File: src/rtl/assert_macros.svh
// Assertion helpers for the control request responder.
// Every property is sampled on clk_i and disabled while rst_ni is low.
`ifndef ASSERT_MACROS_SVH
`define ASSERT_MACROS_SVH

`ifndef SYNTHESIS

`define UCRR_ASSERT(label, prop) \
  label: assert property (@(posedge clk_i) disable iff (!rst_ni) (prop)) \
    else $error("ucrr assertion failed");

`define UCRR_ASSERT_IMPL(label, ante, cons) \
  label: assert property (@(posedge clk_i) disable iff (!rst_ni) (ante) |-> (cons)) \
    else $error("ucrr implication failed");

`define UCRR_ASSERT_NEXT(label, ante, cons) \
  label: assert property (@(posedge clk_i) disable iff (!rst_ni) (ante) |=> (cons)) \
    else $error("ucrr next-cycle check failed");

`else

`define UCRR_ASSERT(label, prop)
`define UCRR_ASSERT_IMPL(label, ante, cons)
`define UCRR_ASSERT_NEXT(label, ante, cons)

`endif

`endif

File: src/rtl/ucrr_pkg.sv
`timescale 1ns / 1ps

package ucrr_pkg;

  // setup byte 0 type field
  localparam logic [7:0] TYPE_MASK     = 8'h60;
  localparam logic [7:0] TYPE_STANDARD = 8'h00;
  localparam logic [7:0] TYPE_CLASS    = 8'h20;

  // request numbers
  localparam logic [7:0] REQ_SET_ADDRESS = 8'h05;
  localparam logic [7:0] REQ_GET_DESC    = 8'h06;
  localparam logic [7:0] REQ_SET_CONFIG  = 8'h09;
  localparam logic [7:0] REQ_SET_LINE    = 8'h22;

  localparam logic [6:0] ADDR_MASK = 7'h7F;

  // descriptor type codes in the high byte of the value word
  localparam logic [7:0] DTYPE_DEVICE = 8'd1;
  localparam logic [7:0] DTYPE_CONFIG = 8'd2;
  localparam logic [7:0] DTYPE_STRING = 8'd3;
  localparam logic [7:0] NUM_STRINGS  = 8'd4;

  // descriptor lengths in bytes
  localparam logic [6:0] LEN_DEVICE   = 7'd18;
  localparam logic [6:0] LEN_CONFIG   = 7'd67;
  localparam logic [6:0] LEN_LANGUAGE = 7'd4;
  localparam logic [6:0] LEN_MAKER    = 7'd22;
  localparam logic [6:0] LEN_PRODUCT  = 7'd44;
  localparam logic [6:0] LEN_SERIAL   = 7'd18;

  typedef enum logic [1:0] {
    EVT_SETUP     = 2'd0,
    EVT_BUS_RESET = 2'd1,
    EVT_SUSPEND   = 2'd2,
    EVT_UNUSED    = 2'd3
  } event_e;

  typedef enum logic [1:0] {
    ACT_NONE   = 2'd0,
    ACT_STATUS = 2'd1,
    ACT_DESC   = 2'd2,
    ACT_STALL  = 2'd3
  } action_e;

  typedef enum logic [2:0] {
    DESC_NONE     = 3'd0,
    DESC_DEVICE   = 3'd1,
    DESC_CONFIG   = 3'd2,
    DESC_LANGUAGE = 3'd3,
    DESC_MAKER    = 3'd4,
    DESC_PRODUCT  = 3'd5,
    DESC_SERIAL   = 3'd6
  } desc_e;

  typedef struct packed {
    logic [1:0]  req_type;
    logic [7:0]  request_kind_byte;
    logic [7:0]  request_code;
    logic [15:0] request_value;
    logic [15:0] request_length;
  } req_t;

  typedef struct packed {
    logic [1:0] reply_action;
    logic [2:0] descriptor_select;
    logic [6:0] byte_count;
    logic [6:0] device_address;
    logic       is_configured;
    logic       link_ready;
  } rsp_t;

  typedef struct packed {
    logic [6:0] address;
    logic       configured;
    logic       line_open;
  } dev_state_t;

  typedef struct packed {
    desc_e      sel;
    logic [6:0] len;
  } desc_hit_t;

  // Descriptor table; sel stays DESC_NONE on a miss.
  function automatic desc_hit_t desc_lookup(input logic [15:0] value);
    desc_hit_t  hit;
    logic [7:0] dtype;
    logic [7:0] didx;
    dtype    = value[15:8];
    didx     = value[7:0];
    hit.sel  = DESC_NONE;
    hit.len  = 7'd0;
    if (dtype == DTYPE_DEVICE) begin
      hit.sel = DESC_DEVICE;
      hit.len = LEN_DEVICE;
    end else if (dtype == DTYPE_CONFIG) begin
      hit.sel = DESC_CONFIG;
      hit.len = LEN_CONFIG;
    end else if (dtype == DTYPE_STRING && didx < NUM_STRINGS) begin
      case (didx[1:0])
        2'd0: begin
          hit.sel = DESC_LANGUAGE;
          hit.len = LEN_LANGUAGE;
        end
        2'd1: begin
          hit.sel = DESC_MAKER;
          hit.len = LEN_MAKER;
        end
        2'd2: begin
          hit.sel = DESC_PRODUCT;
          hit.len = LEN_PRODUCT;
        end
        default: begin
          hit.sel = DESC_SERIAL;
          hit.len = LEN_SERIAL;
        end
      endcase
    end
    return hit;
  endfunction

endpackage

File: src/rtl/ucrr_decode.sv
`timescale 1ns / 1ps

// Request decode: reply and next device state for one event.
module ucrr_decode
  import ucrr_pkg::*;
(
  input  req_t       item_i,
  input  dev_state_t state_i,
  output dev_state_t state_nxt_o,
  output rsp_t       rsp_o
);

  logic [7:0] rtype;
  desc_hit_t  hit;
  action_e    action;
  desc_e      sel;
  logic [6:0] count;
  dev_state_t nxt;

  assign rtype = item_i.request_kind_byte & TYPE_MASK;
  assign hit   = desc_lookup(item_i.request_value);

  always_comb begin
    nxt    = state_i;
    action = ACT_NONE;
    sel    = DESC_NONE;
    count  = 7'd0;
    case (event_e'(item_i.req_type))
      EVT_SETUP: begin
        action = ACT_STALL;
        if (rtype == TYPE_STANDARD) begin
          if (item_i.request_code == REQ_SET_ADDRESS) begin
            nxt.address = item_i.request_value[6:0] & ADDR_MASK;
            action      = ACT_STATUS;
          end else if (item_i.request_code == REQ_SET_CONFIG) begin
            nxt.configured = 1'b1;
            action         = ACT_STATUS;
          end else if (item_i.request_code == REQ_GET_DESC) begin
            if (hit.sel != DESC_NONE) begin
              sel    = hit.sel;
              action = ACT_DESC;
              // clamp to the host's length
              if (item_i.request_length < {9'd0, hit.len}) begin
                count = item_i.request_length[6:0];
              end else begin
                count = hit.len;
              end
            end
          end
        end else if (rtype == TYPE_CLASS) begin
          if (item_i.request_code == REQ_SET_LINE) begin
            nxt.line_open = item_i.request_value[0];
          end
          action = ACT_STATUS;
        end
      end
      EVT_BUS_RESET: begin
        nxt.address    = 7'd0;
        nxt.configured = 1'b0;
      end
      EVT_SUSPEND: begin
        nxt.line_open = 1'b0;
      end
      default: begin
        nxt = state_i;
      end
    endcase
  end

  assign state_nxt_o              = nxt;
  assign rsp_o.reply_action       = action;
  assign rsp_o.descriptor_select  = sel;
  assign rsp_o.byte_count         = count;
  assign rsp_o.device_address     = nxt.address;
  assign rsp_o.is_configured      = nxt.configured;
  assign rsp_o.link_ready         = nxt.configured & nxt.line_open;

endmodule

File: src/rtl/usb_control_request_responder.sv
`timescale 1ns / 1ps
// A result is registered: an event transfers into the input register, then
// moves through the decode into the result register once that register is free.
// Throughput: one event per cycle while out_ready_i stays high; the decode
// between the two registers is a single pass of compare and select logic.
// Reset (rst_ni low, asynchronous): pipeline empties, address, configured
// and line-open flags clear to zero.
`include "assert_macros.svh"

module usb_control_request_responder
  import ucrr_pkg::*;
(
  input  logic clk_i,
  input  logic rst_ni,

  input  logic in_valid_i,
  output logic in_ready_o,
  input  req_t in_data_i,

  output logic out_valid_o,
  input  logic out_ready_i,
  output rsp_t out_data_o
);

  // Stage 1: registered event
  logic       s1_valid_q;
  req_t       s1_item_q;

  // Device state, updated when the stage-1 event moves to the result register
  dev_state_t state_q;
  dev_state_t state_d;

  // Result register
  logic       out_valid_q;
  rsp_t       out_data_q;
  rsp_t       out_data_d;

  logic       s1_advance;
  logic       in_fire;
  logic       out_free;

  // Assertion helpers
  logic       rsp_plain;
  logic       rsp_desc_clear;

  // Result register can take a new value when empty or being drained.
  assign out_free   = !out_valid_q || out_ready_i;
  assign s1_advance = s1_valid_q && out_free;
  // Stage 1 takes a transfer when empty or when its item moves on this cycle.
  assign in_ready_o = !s1_valid_q || out_free;
  assign in_fire    = in_valid_i && in_ready_o;

  ucrr_decode u_decode (
    .item_i      (s1_item_q),
    .state_i     (state_q),
    .state_nxt_o (state_d),
    .rsp_o       (out_data_d)
  );

  // Control state
  always_ff @(posedge clk_i or negedge rst_ni) begin
    if (!rst_ni) begin
      s1_valid_q  <= 1'b0;
      out_valid_q <= 1'b0;
      state_q     <= '0;
    end else begin
      if (in_fire) begin
        s1_valid_q <= 1'b1;
      end else if (s1_advance) begin
        s1_valid_q <= 1'b0;
      end
      if (s1_advance) begin
        out_valid_q <= 1'b1;
        state_q     <= state_d;
      end else if (out_ready_i) begin
        out_valid_q <= 1'b0;
      end
    end
  end

  // Payload registers
  always_ff @(posedge clk_i) begin
    if (in_fire) begin
      s1_item_q <= in_data_i;
    end
    if (s1_advance) begin
      out_data_q <= out_data_d;
    end
  end

  assign out_valid_o = out_valid_q;
  assign out_data_o  = out_data_q;

  assign rsp_plain      = out_valid_q && (out_data_q.reply_action != ACT_DESC);
  assign rsp_desc_clear = (out_data_q.descriptor_select == DESC_NONE) &&
                          (out_data_q.byte_count == 7'd0);

  // Only a descriptor reply carries select and count.
  `UCRR_ASSERT_IMPL(a_desc_fields_zero, rsp_plain, rsp_desc_clear)
  // Link ready implies configured.
  `UCRR_ASSERT_IMPL(a_link_needs_config, out_valid_q && out_data_q.link_ready, out_data_q.is_configured)
  // A stage-1 event blocked by a stalled result register is not dropped.
  `UCRR_ASSERT_NEXT(a_s1_held, s1_valid_q && !out_free, s1_valid_q && $stable(s1_item_q))
  // Descriptor count never exceeds the longest descriptor.
  `UCRR_ASSERT(a_count_range, !out_valid_q || out_data_q.byte_count <= LEN_CONFIG)

endmodule

File: config.mk
export PLATFORM = sky130hd
export DESIGN_NAME = usb_control_request_responder
export DESIGN_NICKNAME = d
export VERILOG_FILES = /design/src/rtl/ucrr_pkg.sv /design/src/rtl/ucrr_decode.sv /design/src/rtl/usb_control_request_responder.sv
export VERILOG_INCLUDE_DIRS = /design/src /design/src/rtl
export SDC_FILE = /design/constraint.sdc
export NUM_CORES = 1
export LEC_CHECK = 0
export BUFFER_PORTS_ARGS = -buffer_cell sky130_fd_sc_hd__buf_2
export CAP_MARGIN = 0
export CELL_PAD_IN_SITES_DETAIL_PLACEMENT = 0
export CELL_PAD_IN_SITES_GLOBAL_PLACEMENT = 1
export CORE_MARGIN = 1
export CORE_UTILIZATION = 43
export DETAILED_ROUTE_END_ITERATION = 8
export PLACE_DENSITY = 0.88
export SYNTH_ARGS = -nofsm -noshare
export SYNTH_HDL_FRONTEND = slang
export SYNTH_SLANG_ARGS = --single-unit
File: constraint.sdc
create_clock -name clk_i -period 4.1 [get_ports clk_i]
set_clock_uncertainty 0.05 [all_clocks]
set_input_delay 0.41 -clock clk_i [delete_from_list [all_inputs] [get_ports clk_i]]
set_output_delay 0.41 -clock clk_i [all_outputs]
set_load 0.02 [all_outputs]
==> key figures <==
CTS
  – Clock slew at reported path FFs: ~70 ps
  – # resized after CTS: 0
  – Root buf cell: clkbuf_8
  – Setup Fix Bufs, Post-CTS: 0
  – Clk Latency, worst-skew pair: ~330 ps
  – H-tree levels: 3
  – CTS tree: yes
  – Clock sinks: 76
  – Hold bufs inserted after CTS: 1
  – CTS buffer count: 9
  – Maximum buffer depth of the clock tree: 2

Layout
  – Final Util: between 50% and 60%
  – Share of cells above drive strength 1: 34.1%
  – Filler instances: just under 600
  – Area grow syn2layout: 21.0%
  – Antenna Cells: 0
  – Multi-input logic area: about 900 µm²
  – # nets final: 347
  – Reg area: roughly 2200 µm²
  – Final Cell Area: approximately 3800 µm²

Setup path
  – Crit path launch type: register
  – CP endpoint kind: register
  – FF-to-FF path depth: 10
  – Worst path required time: between 4000 and 5000 ps
  – Critical path type: reg2reg
  – WP data arrival: between 3000 and 4000 ps
  – Largest fanout on the critical path: 9

Yosys
  – Ys Warns: 0
  – Mux contribution to synthesized area: approximately 2.5%
  – Top post-synthesis cells by area: edfxtp_1 62%, dfrtp_1 8.7%, ha_1 4.4%, a22o_1 3.9%, nor2_1 1.7%
  – Post-synth EDFFs: between 60 and 70
  – Largest family of logic cells by synthesized area: simple AND/OR/NAND/NOR gates
  – Most frequent cell after synthesis: edfxtp_1
  – Mapped cell area: 3150 µm²
  – Post-Synth Simple-Gate Area: roughly an eighth
  – Synth Area in Adders: 4.37%
  – Area share of the largest cell type after synthesis: 62.0%
  – Net Count, Synth: between 200 and 300
  – Syn Inst Count: ~200
  – Asr flop ratio synth: 14.5%
  – Sequential-to-total area share from yosys stat: between 70% and 80%
  – Flip-flop and latch count after synthesis: 76
  – Avg Cell Area, Syn: about 16 µm²
  – Xor/xnor share of the synthesized area: less than 1%
  – Library cells used by synthesis: 45
  – Primary FF master, synth: edfxtp_1
  – Compound-gate portion of the synthesized area: a little under a tenth
  – Yosys top cell by area: edfxtp_1
  – Top cells by count, synth: 65 x edfxtp_1, 14 x a22o_1, 14 x nor2_1

Floorplanning
  – Row cnt: 30
  – Num ports: between 70 and 80
  – Area of the die: 7670 µm²
  – Starting density of the core: 45.4%
  – Core ar.: roughly 6900 µm²
  – Die X: between 80 and 90 µm
  – Die Y: ~88 µm

Timing
  – Sum Neg Setup Slack: 0 ps
  – Measured slew at the worst slew-check pin: roughly 1000 ps
  – RSZ-0062 raised after global routing: no
  – Max Slew Vio Count: 0
  – Min Tclk post-route: 3340 ps
  – Period Utilization, post-route: between 80% and 90%
  – F_max: about 300 MHz
  – Final setup fails: 0
  – Final hold viol count: 0
  – Worst slew margin: a little under a third

Drt
  – Starting DRC count in detailed routing: 101
  – First-pass iteration count of the detailed router: 4
  – Vias: 1,905
  – Drt wl/cell: ~14 µm
  – DRT Wirelength: between 5000 and 6000 µm
  – DRC viols: 0
  – Via/cell ratio: approximately 5
  – Final ANT Viol Nets: 0

Place
  – Placed Area: between 3000 and 4000 µm²
  – Final HPWL DP: between 3000 and 4000 µm
  – Routability-driven placement congestion ratio: ~0.81
  – Port bufs: 70

Global routing
  – Total GRT Usage: 14.7%
  – GR Overflow Total: 0
  – First-pass GRT wire length: 8230 µm
  – Antenna violations before repair: 0
  – Vias in the first global route: roughly 1,800
  – Largest net degree at the start of global routing: 45

Power and ir drop
  – PD cells: a little over 400 nW/µm²
  – Pleak: about 1.5 nW
  – VDD IR max: around 0.26 mV

Min path
  – Hold Path Class: in2reg
  – Hold Crit Depth: 1

Status
  – Outcome: complete, no violations

Run
  – Max-cap violation count: 0
[cells by family after synthesis]
kind of cell    after synthesis
simple gates                 58
fa+ha+maj                    11
buf+inv                      12
xor+xnor                      1
flops                        76
compound gates               36
mux                           7
[metrics by stage]
step                      hold WS [ps]  worst slack [ps]  total power, mW  std cells
after floorplan                   64.4              1200            0.991        201
after global placement             243               788             1.04        366
after detailed placement           243               804             1.05        366
after CTS                          171               787             1.58        383
after global routing               170               433             1.62        383
final                              195               756             1.56        383
[critical path, cell delays in order, from the launching register on]
cell,delay [ps]
edfxtp_1,430
nor4_2,460
nand2_1,170
nor4_1,480
inv_1,130
ha_1,320
a21oi_1,160
o22ai_1,120
a211oi_4,480
mux2_4,340
nor2_1,80
[per-layer routing]
metal	part of all wire (%)	vias to the layer above	GRT usage, %
met5	0	-	0
met4	1.2	0	5.81
met3	5.3	4	5.18
met2	47	60	23.4
met1	47	902	18.4
li1	-	939	-
[layout make-up]
cell class | instances | share of cell area [%]
multi-input combinational | 113 | 23.1
clock inverter | 5 | 1.38
timing repair buffer | 71 | 9.45
clock buffer | 11 | 3.45
inverter | 11 | 1.08
sequential | 76 | 58.4
tap | 96 | 3.15
[where the power goes]
| group | switching [mW] | internal, mW | total [mW] | leakage (nW) |
|---|---|---|---|---|
| Clock | 0.253 | 0.278 | 0.531 | 0.0846 |
| Combinational | 0.0720 | 0.0410 | 0.113 | 0.596 |
| Sequential | 0.0250 | 0.892 | 0.917 | 0.781 |
| Total | 0.350 | 1.21 | 1.56 | 1.46 |
[cell usage in the layout, fill, tap and decap left out, drive strengths merged, types with 6 or more instances in the layout]
| master | count |
|---|---|
| buf | 70 |
| edfxtp | 65 |
| nor2 | 14 |
| a22o | 14 |
| inv | 11 |
| ha | 11 |
| dfrtp | 11 |
| clkbuf | 11 |
| nand2 | 8 |
| a21oi | 7 |
| nor4 | 6 |
[flip-flops by register name, summed over array words and instances (netlist names)]
signal	flops
s1_valid_q	1
state_q	9
out_data_o	21
out_valid_o	1
s1_item_q	44
[worst paths after layout]
kind / startpoint / to / slack [ps]
worst max-delay path: s1_item_q[18] / out_data_o[10] / 760
worst min-delay path: in_data_i[15] / s1_item_q[15] / 190
worst max register to register: s1_item_q[18] / out_data_o[10] / 760
worst min register to register: s1_valid_q / out_valid_o / 440
max in group asynchronous: rst_ni / state_q[1] / 3380
min in group asynchronous: rst_ni / state_q[2] / 410
Power figures use the tool's default switching activity.
